==> src/hdl/esd_pkg.sv <==
// Shared types and codes for the escape string decoder.
`default_nettype none
package esd_pkg;

	// decode modes
	localparam logic [2:0] MODE_GROUND = 3'd0;
	localparam logic [2:0] MODE_BSLASH = 3'd1;
	localparam logic [2:0] MODE_OCTAL  = 3'd2;
	localparam logic [2:0] MODE_HEX    = 3'd3;
	localparam logic [2:0] MODE_CARET  = 3'd4;

	// result kinds
	localparam logic [1:0] KIND_BYTE    = 2'd0;
	localparam logic [1:0] KIND_END_OK  = 2'd1;
	localparam logic [1:0] KIND_END_ERR = 2'd2;

	localparam int unsigned COUNT_W = 10;

	typedef struct packed {
		logic [2:0]         mode;
		logic [7:0]         esc;
		logic [COUNT_W-1:0] cnt;
	} esd_state_t;

	typedef struct packed {
		logic [COUNT_W-1:0] count;
		logic [1:0]         kind;
		logic [7:0]         value;
		logic               last;
	} esd_item_t;

endpackage
`default_nettype wire

==> src/hdl/esd_decode.sv <==
// Per-byte decode step: next state and up to two result items.
`default_nettype none
module esd_decode (
	input  esd_pkg::esd_state_t st,
	input  logic [7:0]          in_byte,
	input  logic                equals_ends,
	input  logic [9:0]          count_limit,
	output esd_pkg::esd_state_t st_next,
	output logic [1:0]          res_n,
	output esd_pkg::esd_item_t  res0,
	output esd_pkg::esd_item_t  res1
);
	import esd_pkg::*;

	localparam logic [7:0] CH_NUL   = 8'h00;
	localparam logic [7:0] CH_COLON = 8'h3a;
	localparam logic [7:0] CH_EQ    = 8'h3d;
	localparam logic [7:0] CH_BSL   = 8'h5c;
	localparam logic [7:0] CH_CARET = 8'h5e;
	localparam logic [7:0] CH_QMARK = 8'h3f;
	localparam logic [7:0] CH_AT    = 8'h40;
	localparam logic [7:0] CH_TILDE = 8'h7e;
	localparam logic [7:0] CH_LX    = 8'h78;
	localparam logic [7:0] CH_UX    = 8'h58;
	localparam logic [7:0] CH_DEL   = 8'd127;

	function automatic logic [7:0] named_char(input logic [7:0] b);
		logic [7:0] v;
		unique case (b)
			8'h61: v = 8'd7;   // a
			8'h62: v = 8'd8;   // b
			8'h65: v = 8'd27;  // e
			8'h66: v = 8'd12;  // f
			8'h6e: v = 8'd10;  // n
			8'h72: v = 8'd13;  // r
			8'h74: v = 8'd9;   // t
			8'h76: v = 8'd11;  // v
			8'h3f: v = 8'd127; // ?
			8'h5f: v = 8'd32;  // _
			default: v = b;
		endcase
		return v;
	endfunction

	// bit 4 flags a valid hex digit, low bits hold its value
	function automatic logic [4:0] hex_digit(input logic [7:0] b);
		logic [4:0] r;
		r = 5'd0;
		if (b >= 8'h30 && b <= 8'h39)
			r = {1'b1, 4'(b - 8'h30)};
		else if (b >= 8'h61 && b <= 8'h66)
			r = {1'b1, 4'(b - 8'h57)};
		else if (b >= 8'h41 && b <= 8'h46)
			r = {1'b1, 4'(b - 8'h37)};
		return r;
	endfunction

	function automatic esd_item_t mk_item(input logic [7:0] value, input logic [1:0] kind,
			input logic [9:0] count);
		esd_item_t it;
		it.value = value;
		it.kind  = kind;
		it.count = count;
		it.last  = 1'b0;
		return it;
	endfunction

	function automatic logic [9:0] sat_inc(input logic [9:0] c, input logic [9:0] lim);
		return (c < lim) ? c + 10'd1 : c;
	endfunction

	logic       is_oct;
	logic [4:0] hd;
	logic       gnd;
	logic [1:0] n;
	esd_item_t  res_w [2];
	esd_state_t st_w;

	assign is_oct = (in_byte >= 8'h30) && (in_byte <= 8'h37);
	assign hd     = hex_digit(in_byte);

	always_comb begin
		st_w     = st;
		n        = 2'd0;
		gnd      = 1'b0;
		res_w[0] = '0;
		res_w[1] = '0;
		unique case (st.mode)
			MODE_BSLASH: begin
				st_w.mode = MODE_GROUND;
				if (is_oct) begin
					st_w.esc  = {5'd0, in_byte[2:0]};
					st_w.mode = MODE_OCTAL;
				end else if (in_byte == CH_LX || in_byte == CH_UX) begin
					st_w.esc  = 8'd0;
					st_w.mode = MODE_HEX;
				end else if (in_byte == CH_NUL) begin
					res_w[0] = mk_item(8'd0, KIND_END_ERR, st.cnt);
					n        = 2'd1;
					st_w.cnt = '0;
					st_w.esc = 8'd0;
				end else begin
					res_w[0] = mk_item(named_char(in_byte), KIND_BYTE, 10'd0);
					n        = 2'd1;
					st_w.cnt = sat_inc(st.cnt, count_limit);
				end
			end
			MODE_OCTAL: begin
				if (is_oct) begin
					st_w.esc = {st.esc[4:0], in_byte[2:0]};
				end else begin
					// flush the run, then treat the byte afresh
					res_w[0]  = mk_item(st.esc, KIND_BYTE, 10'd0);
					n         = 2'd1;
					st_w.cnt  = sat_inc(st.cnt, count_limit);
					st_w.mode = MODE_GROUND;
					gnd       = 1'b1;
				end
			end
			MODE_HEX: begin
				if (hd[4]) begin
					st_w.esc = {st.esc[3:0], hd[3:0]};
				end else begin
					res_w[0]  = mk_item(st.esc, KIND_BYTE, 10'd0);
					n         = 2'd1;
					st_w.cnt  = sat_inc(st.cnt, count_limit);
					st_w.mode = MODE_GROUND;
					gnd       = 1'b1;
				end
			end
			MODE_CARET: begin
				st_w.mode = MODE_GROUND;
				if (in_byte >= CH_AT && in_byte <= CH_TILDE) begin
					res_w[0] = mk_item({3'd0, in_byte[4:0]}, KIND_BYTE, 10'd0);
					n        = 2'd1;
					st_w.cnt = sat_inc(st.cnt, count_limit);
				end else if (in_byte == CH_QMARK) begin
					res_w[0] = mk_item(CH_DEL, KIND_BYTE, 10'd0);
					n        = 2'd1;
					st_w.cnt = sat_inc(st.cnt, count_limit);
				end else begin
					res_w[0] = mk_item(8'd0, KIND_END_ERR, st.cnt);
					n        = 2'd1;
					st_w.cnt = '0;
					st_w.esc = 8'd0;
				end
			end
			default: begin
				st_w.mode = MODE_GROUND;
				gnd       = 1'b1;
			end
		endcase

		if (gnd) begin
			priority if (in_byte == CH_COLON || in_byte == CH_NUL ||
					(in_byte == CH_EQ && equals_ends)) begin
				res_w[n[0]] = mk_item(8'd0, KIND_END_OK, st_w.cnt);
				n           = n + 2'd1;
				st_w.cnt    = '0;
				st_w.esc    = 8'd0;
				st_w.mode   = MODE_GROUND;
			end else if (in_byte == CH_BSL) begin
				st_w.mode = MODE_BSLASH;
			end else if (in_byte == CH_CARET) begin
				st_w.mode = MODE_CARET;
			end else begin
				res_w[n[0]] = mk_item(in_byte, KIND_BYTE, 10'd0);
				n           = n + 2'd1;
				st_w.cnt    = sat_inc(st_w.cnt, count_limit);
			end
		end

		res_w[0].last = (n == 2'd1);
		res_w[1].last = (n == 2'd2);
	end

	assign st_next = st_w;
	assign res_n   = n;
	assign res0    = res_w[0];
	assign res1    = res_w[1];

endmodule
`default_nettype wire

==> src/hdl/esd_outq.sv <==
// Four-entry result queue taking up to two items per cycle.
`default_nettype none
module esd_outq (
	input  logic               clk,
	input  logic               arst_n,
	input  logic [1:0]         push_n,
	input  esd_pkg::esd_item_t push_a,
	input  esd_pkg::esd_item_t push_b,
	output logic [2:0]         free,
	output esd_pkg::esd_item_t head,
	output logic               head_valid,
	input  logic               head_ready
);
	import esd_pkg::*;

	localparam int unsigned Depth = 4;
	localparam int unsigned AddrW = 2;
	localparam int unsigned CntW  = 3;

	esd_item_t        mem_q [Depth];
	logic [AddrW-1:0] wr_q;
	logic [AddrW-1:0] rd_q;
	logic [CntW-1:0]  cnt_q;
	logic             pop;

	assign head_valid = (cnt_q != '0);
	assign head       = mem_q[rd_q];
	assign pop        = head_valid && head_ready;
	assign free       = CntW'(Depth) - cnt_q;

	always_ff @(posedge clk) begin
		if (push_n != 2'd0)
			mem_q[wr_q] <= push_a;
		if (push_n == 2'd2)
			mem_q[AddrW'(wr_q + 1'b1)] <= push_b;
	end

	always_ff @(posedge clk or negedge arst_n) begin
		if (!arst_n) begin
			wr_q  <= '0;
			rd_q  <= '0;
			cnt_q <= '0;
		end else begin
			wr_q  <= AddrW'(wr_q + AddrW'(push_n));
			rd_q  <= AddrW'(rd_q + AddrW'(pop));
			cnt_q <= cnt_q + CntW'(push_n) - CntW'(pop);
		end
	end

`ifndef SYNTHESIS
	a_no_overflow: assert property (@(posedge clk) disable iff (!arst_n)
		CntW'(push_n) <= free)
		else $error("result queue overflow");
	a_cnt_bound: assert property (@(posedge clk) disable iff (!arst_n)
		cnt_q <= CntW'(Depth))
		else $error("result queue count out of range");
	a_cnt_track: assert property (@(posedge clk) disable iff (!arst_n)
		1'b1 |=> cnt_q == $past(cnt_q) + CntW'($past(push_n)) - CntW'($past(pop)))
		else $error("result queue count drift");
`endif

endmodule
`default_nettype wire

==> src/hdl/escape_string_decoder.sv <==
// Top level of the escape string decoder.
// Takes one raw character per beat and returns decoded bytes and end-of-string
// items. A character is registered, decoded combinationally against the mode,
// run accumulator and count registers, and its results, up to two, go into a
// four-entry result queue. One character is accepted per cycle while the queue
// has room for its results; a character that both closes an octal or hex run
// and is itself decoded yields two results, so a steady stream of those is
// held back by the single output port. The byte count saturates at the smaller
// of MAX_COUNT and 1023.
`default_nettype none
module escape_string_decoder #(
	parameter int MAX_COUNT = 1023
) (
	input  logic        clk,
	input  logic        arst_n,
	input  logic        s_tvalid,
	output logic        s_tready,
	input  logic [7:0]  s_tdata,  // [7:0] in_byte
	input  logic [0:0]  s_tuser,  // [0] equals_ends
	output logic        m_tvalid,
	input  logic        m_tready,
	output logic [23:0] m_tdata,  // [7:0] out_value, [17:8] decoded_count
	output logic [1:0]  m_tuser,  // [1:0] item_kind
	output logic        m_tlast   // last_of_run
);
	import esd_pkg::*;

	localparam logic [9:0] CountLimit = (MAX_COUNT < 1023) ? 10'(MAX_COUNT) : 10'd1023;

	logic       valid_s1;
	logic [7:0] byte_s1;
	logic       eq_s1;
	esd_state_t state_q;
	esd_state_t state_next;
	logic [1:0] res_n;
	esd_item_t  res0;
	esd_item_t  res1;
	logic [2:0] free;
	logic       fire;
	esd_item_t  head;

	esd_decode u_decode (
		.st          (state_q),
		.in_byte     (byte_s1),
		.equals_ends (eq_s1),
		.count_limit (CountLimit),
		.st_next     (state_next),
		.res_n       (res_n),
		.res0        (res0),
		.res1        (res1)
	);

	// advance only when the queue can hold every result of this byte
	assign fire     = valid_s1 && ({1'b0, res_n} <= free);
	assign s_tready = !valid_s1 || fire;

	always_ff @(posedge clk or negedge arst_n) begin
		if (!arst_n) begin
			valid_s1 <= 1'b0;
		end else if (s_tready) begin
			valid_s1 <= s_tvalid;
		end
	end

	always_ff @(posedge clk) begin
		if (s_tready && s_tvalid) begin
			byte_s1 <= s_tdata;
			eq_s1   <= s_tuser[0];
		end
	end

	always_ff @(posedge clk or negedge arst_n) begin
		if (!arst_n) begin
			state_q.mode <= MODE_GROUND;
			state_q.esc  <= 8'd0;
			state_q.cnt  <= '0;
		end else if (fire) begin
			state_q <= state_next;
		end
	end

	esd_outq u_outq (
		.clk        (clk),
		.arst_n     (arst_n),
		.push_n     (fire ? res_n : 2'd0),
		.push_a     (res0),
		.push_b     (res1),
		.free       (free),
		.head       (head),
		.head_valid (m_tvalid),
		.head_ready (m_tready)
	);

	assign m_tdata = {6'd0, head.count, head.value};
	assign m_tuser = head.kind;
	assign m_tlast = head.last;

`ifndef SYNTHESIS
	a_end_clears: assert property (@(posedge clk) disable iff (!arst_n)
		fire && res_n != 2'd0 &&
		(res0.kind != KIND_BYTE || (res_n == 2'd2 && res1.kind != KIND_BYTE))
		|=> state_q.mode == MODE_GROUND && state_q.cnt == '0 && state_q.esc == 8'd0)
		else $error("end item did not reset the decoder");
	a_cnt_sat: assert property (@(posedge clk) disable iff (!arst_n)
		state_q.cnt <= CountLimit)
		else $error("byte count above limit");
	a_res_bound: assert property (@(posedge clk) disable iff (!arst_n)
		valid_s1 |-> res_n != 2'd3 && (res_n != 2'd2 || res1.last))
		else $error("bad result count from decode");
`endif

endmodule
`default_nettype wire
==> config.mk <==
export PLATFORM = sky130hd
export DESIGN_NAME = escape_string_decoder
export DESIGN_NICKNAME = d
export VERILOG_FILES = /design/src/hdl/esd_pkg.sv /design/src/hdl/esd_decode.sv /design/src/hdl/esd_outq.sv /design/src/hdl/escape_string_decoder.sv
export SDC_FILE = /design/constraint.sdc
export NUM_CORES = 1
export LEC_CHECK = 0
export BUFFER_PORTS_ARGS = -buffer_cell sky130_fd_sc_hd__buf_4
export CAP_MARGIN = 20
export CORE_ASPECT_RATIO = 1.4
export CORE_UTILIZATION = 60
export CTS_BUF_LIST = sky130_fd_sc_hd__clkbuf_4 sky130_fd_sc_hd__clkbuf_8
export DETAILED_ROUTE_END_ITERATION = 12
export PLACE_DENSITY_LB_ADDON = 0.12
export SYNTH_ARGS = -nofsm -noshare
export SYNTH_HDL_FRONTEND = slang
export SYNTH_SLANG_ARGS = --single-unit
==> constraint.sdc <==
create_clock -name clk -period 12.4 [get_ports clk]
set_input_delay 3.1 -clock clk [delete_from_list [all_inputs] [get_ports clk]]
set_output_delay 3.1 -clock clk [all_outputs]
set_load 0.01 [all_outputs]
==> flow_summary_export.csv <==
group,metric,value,unit
routing,avgRoutedWirePerCell,23.06,um
clocking,hold_buffers,0,
placed_design,routabilityCongestion,0.9484,
routing,firstDrtPassIters,6,
floorplan,die-area,12720,um^2
outcome,outcome,"complete, no violations",
yosys,async_flop_share,23.77,%
final_layout,n_antenna_cell,0,
clocking,post_cts_buffers,0,
yosys,ys_types,89,
clocking,clockBufferDepth,2,
floorplan,ioPinCount,42,
final_layout,fin_util,67.73,%
floorplan,initial_utilization,61.95,%
yosys,syn_area_per_cell,10.53,um^2
clocking,worstSkewPairLatency,0.46,ns
floorplan,die_y,133.0,um
placed_design,pre_cts_ws,5.631,ns
worst_setup_path,r2r_start,"byte_s1[0]$_DFFE_PP_",
placed_design,portBuffers,35,
placed_design,dp_cells,841,
global_route,grtUsageTotal,33.52,%
worst_setup_path,crit_type,"reg -> out",
worst_setup_path,cp-start-kind,"flip-flop",
routing,vias,6129,
worst_setup_path,required,9.30,ns
clocking,cts_tree,"done",
min_path,holdCritPathClass,"reg -> reg",
floorplan,fp-row-count,47,
final_layout,area_growth,9.317,%
worst_setup_path,r2r_slack,5.97,ns
yosys,syn-cell-area,7360,um^2
final_layout,final_nets,742,
sta,finClkSkew,0.01934,ns
clocking,cts-resized-gates,0,
global_route,grt_pass1_wl,31.57,mm
pwr,finalPower,1.879,mW
global_route,antenna_found_initial,0,
sta,timing.final.ws_setup,5.093,ns
sta,finalSetupViolations,0,
routing,drcViolationCount,0,
yosys,synth_edf_count,93,
yosys,ys_ff_latch,122,
placed_design,dp_hpwl,14.19,mm
sta,grt_setup_unrepaired,"false",
pwr,peakVddDrop,0.2217,mV
final_layout,final_cell_mix,"93 x edfxtp_1, 77 x a21oi_1, 73 x o21ai_0",
global_route,grt_max_degree,30,
clocking,clkSlewWorstSetupHoldPaths,0.08,ns
worst_setup_path,end_kind,"output pin",
sta,slew_headroom,32.09,%
sta,whs,0.5428,ns
min_path,hp-start,"valid_s1$_DFFE_PN0N_",
clocking,cts-root-buf,"clkbuf_8",
sta,fmax,0.1369,GHz
yosys,yosysWarningCount,0,
sta,tns,0,ns
worst_setup_path,critPathArrivalTime,4.21,ns
clocking,h-tree-depth,4,
routing,routed_via_density,7.021,
sta,slew_viol_final,0,
routing,drt_iter0_markers,639,
floorplan,fp.dieW,95.60,um
final_layout,drive_above_1_share,17.22,%
final_layout,final_common_cell,"edfxtp_1",
placed_design,place_area,7647,um^2
floorplan,core_region_area,11880,um^2
routing,wl,20.13,mm
yosys,synthCells,699,
global_route,grt_pass1_vias,6026,
run,maxCapViolCount,0,
clocking,cts_sinks,122,
clocking,cts_buffers,17,
routing,ant_nets,0,
final_layout,final_area,8045,um^2
yosys,synth_ff_type,"edfxtp_1",
final_layout,final_cells,873,
sta,period_needed,7.307,ns
sta,finalCritPeriodShare,58.93,%
worst_setup_path,critPathCapture,"s_tready",
worst_setup_path,rr_worst_depth,17,
pwr,power_density,233.6,nW/um^2
worst_setup_path,startpoint,"byte_s1[0]$_DFFE_PP_",
pwr,power.leakage,2.972,nW
sta,final-hold-violation-count,0,
worst_setup_path,path_max_fanout,14,
sta,worstMarginPinSlew,1.019,ns
worst_setup_path,r2r_end,"u_outq.mem_q[0][11]$_DFFE_PP_",
global_route,overflow,0,
yosys,yosysSeqAreaShare,47.81,%
-- kinds of logic after synthesis --
logic type,synth area share (%)
compound gates,23.04
xor+xnor,1.190
fa+ha+maj,2.822
buf+inv,4.964
flops,47.81
mux,6.579
other cells,0.05095
simple gates,13.55
-- where the power goes --
part / total [mW] / switching (mW) / internal, mW
Clock: 0.368 / 0.186 / 0.182
Combinational: 0.805 / 0.481 / 0.325
Sequential: 0.706 / 0.101 / 0.604
Total: 1.88 / 0.768 / 1.11
-- cells in the mapped netlist, drive strengths merged, types with 5 or more instances --
| cell | n | area (um^2) |
|---|---|---|
| xnor2 | 6 | 52.55 |
| nor2 | 39 | 153.9 |
| inv | 26 | 97.59 |
| mux4 | 21 | 473.0 |
| dfrtp | 29 | 725.7 |
| o21ai | 75 | 375.4 |
| nand2 | 63 | 236.5 |
| nor2b | 6 | 37.54 |
| and2 | 7 | 45.05 |
| nor3 | 13 | 75.07 |
| a211oi | 8 | 77.57 |
| nand3 | 20 | 100.1 |
| a21oi | 77 | 385.4 |
| a32o | 8 | 80.08 |
| nand4 | 9 | 56.30 |
| a31oi | 10 | 83.83 |
| a22oi | 7 | 52.55 |
| clkbuf | 26 | 97.59 |
| or2 | 5 | 31.28 |
| buf | 28 | 170.2 |
| a32oi | 8 | 70.07 |
| edfxtp | 93 | 2793 |
| ha | 15 | 187.7 |
| and3 | 5 | 31.28 |
| o31ai | 8 | 60.06 |
-- worst max-delay path, cell delays in order (launching register included) --
cell and delay [ns]:
edfxtp_1 0.61, inv_1 0.17, ha_1 0.33, or3b_1 0.38, and4_4 0.19, o32a_4 0.39, nand2_1 0.15, nand2_1 0.17
a22oi_1 0.55, ha_1 0.35, nand2_1 0.07, o211ai_1 0.12, inv_1 0.07, nand2_1 0.07, buf_4 0.15
-- registers in the layout (all words and copies together) (netlist names) --
name          count
valid_s1          1
eq_s1             1
state_q          21
u_outq.mem_q     84
byte_s1           8
u_outq.cnt_q      3
u_outq.wr_q       2
u_outq.rd_q       2
-- area by class of cell --
cell class,count,area [um^2]
flip-flops and latches,122,3518
clock buffers,17,234.0
inverters,26,97.59
repair buffers,44,330.3
multi-input cells,502,3517
clock inverters,15,163.9
well taps,147,183.9
fillers,923,3834
-- per-layer routing --
metal  up-vias  GRT usage, %  share of wire, %
li1       2727             -                 -
met1      2920         44.29                37
met2       397         52.62                49
met3        85         6.092               9.0
met4         0         16.58               4.2
met5         -             0                 0
-- worst min-delay path by stage --
| stage | endpoint | slack (ns) | cells past startpoint |
|---|---|---|---|
| 5_1_grt | valid_s1$_DFFE_PN0N_ | 0.58 | 2 |
| 3_5_place_dp | valid_s1$_DFFE_PN0N_ | 0.53 | 2 |
| 6_report | valid_s1$_DFFE_PN0N_ | 0.54 | 2 |
| 4_1_cts | valid_s1$_DFFE_PN0N_ | 0.55 | 2 |
| 2_1_floorplan | state_q[16]$_DFFE_PN0N_ | 0.45 | 2 |
| 3_3_place_gp | valid_s1$_DFFE_PN0N_ | 0.51 | 2 |
(Power assumes the default switching activity.)
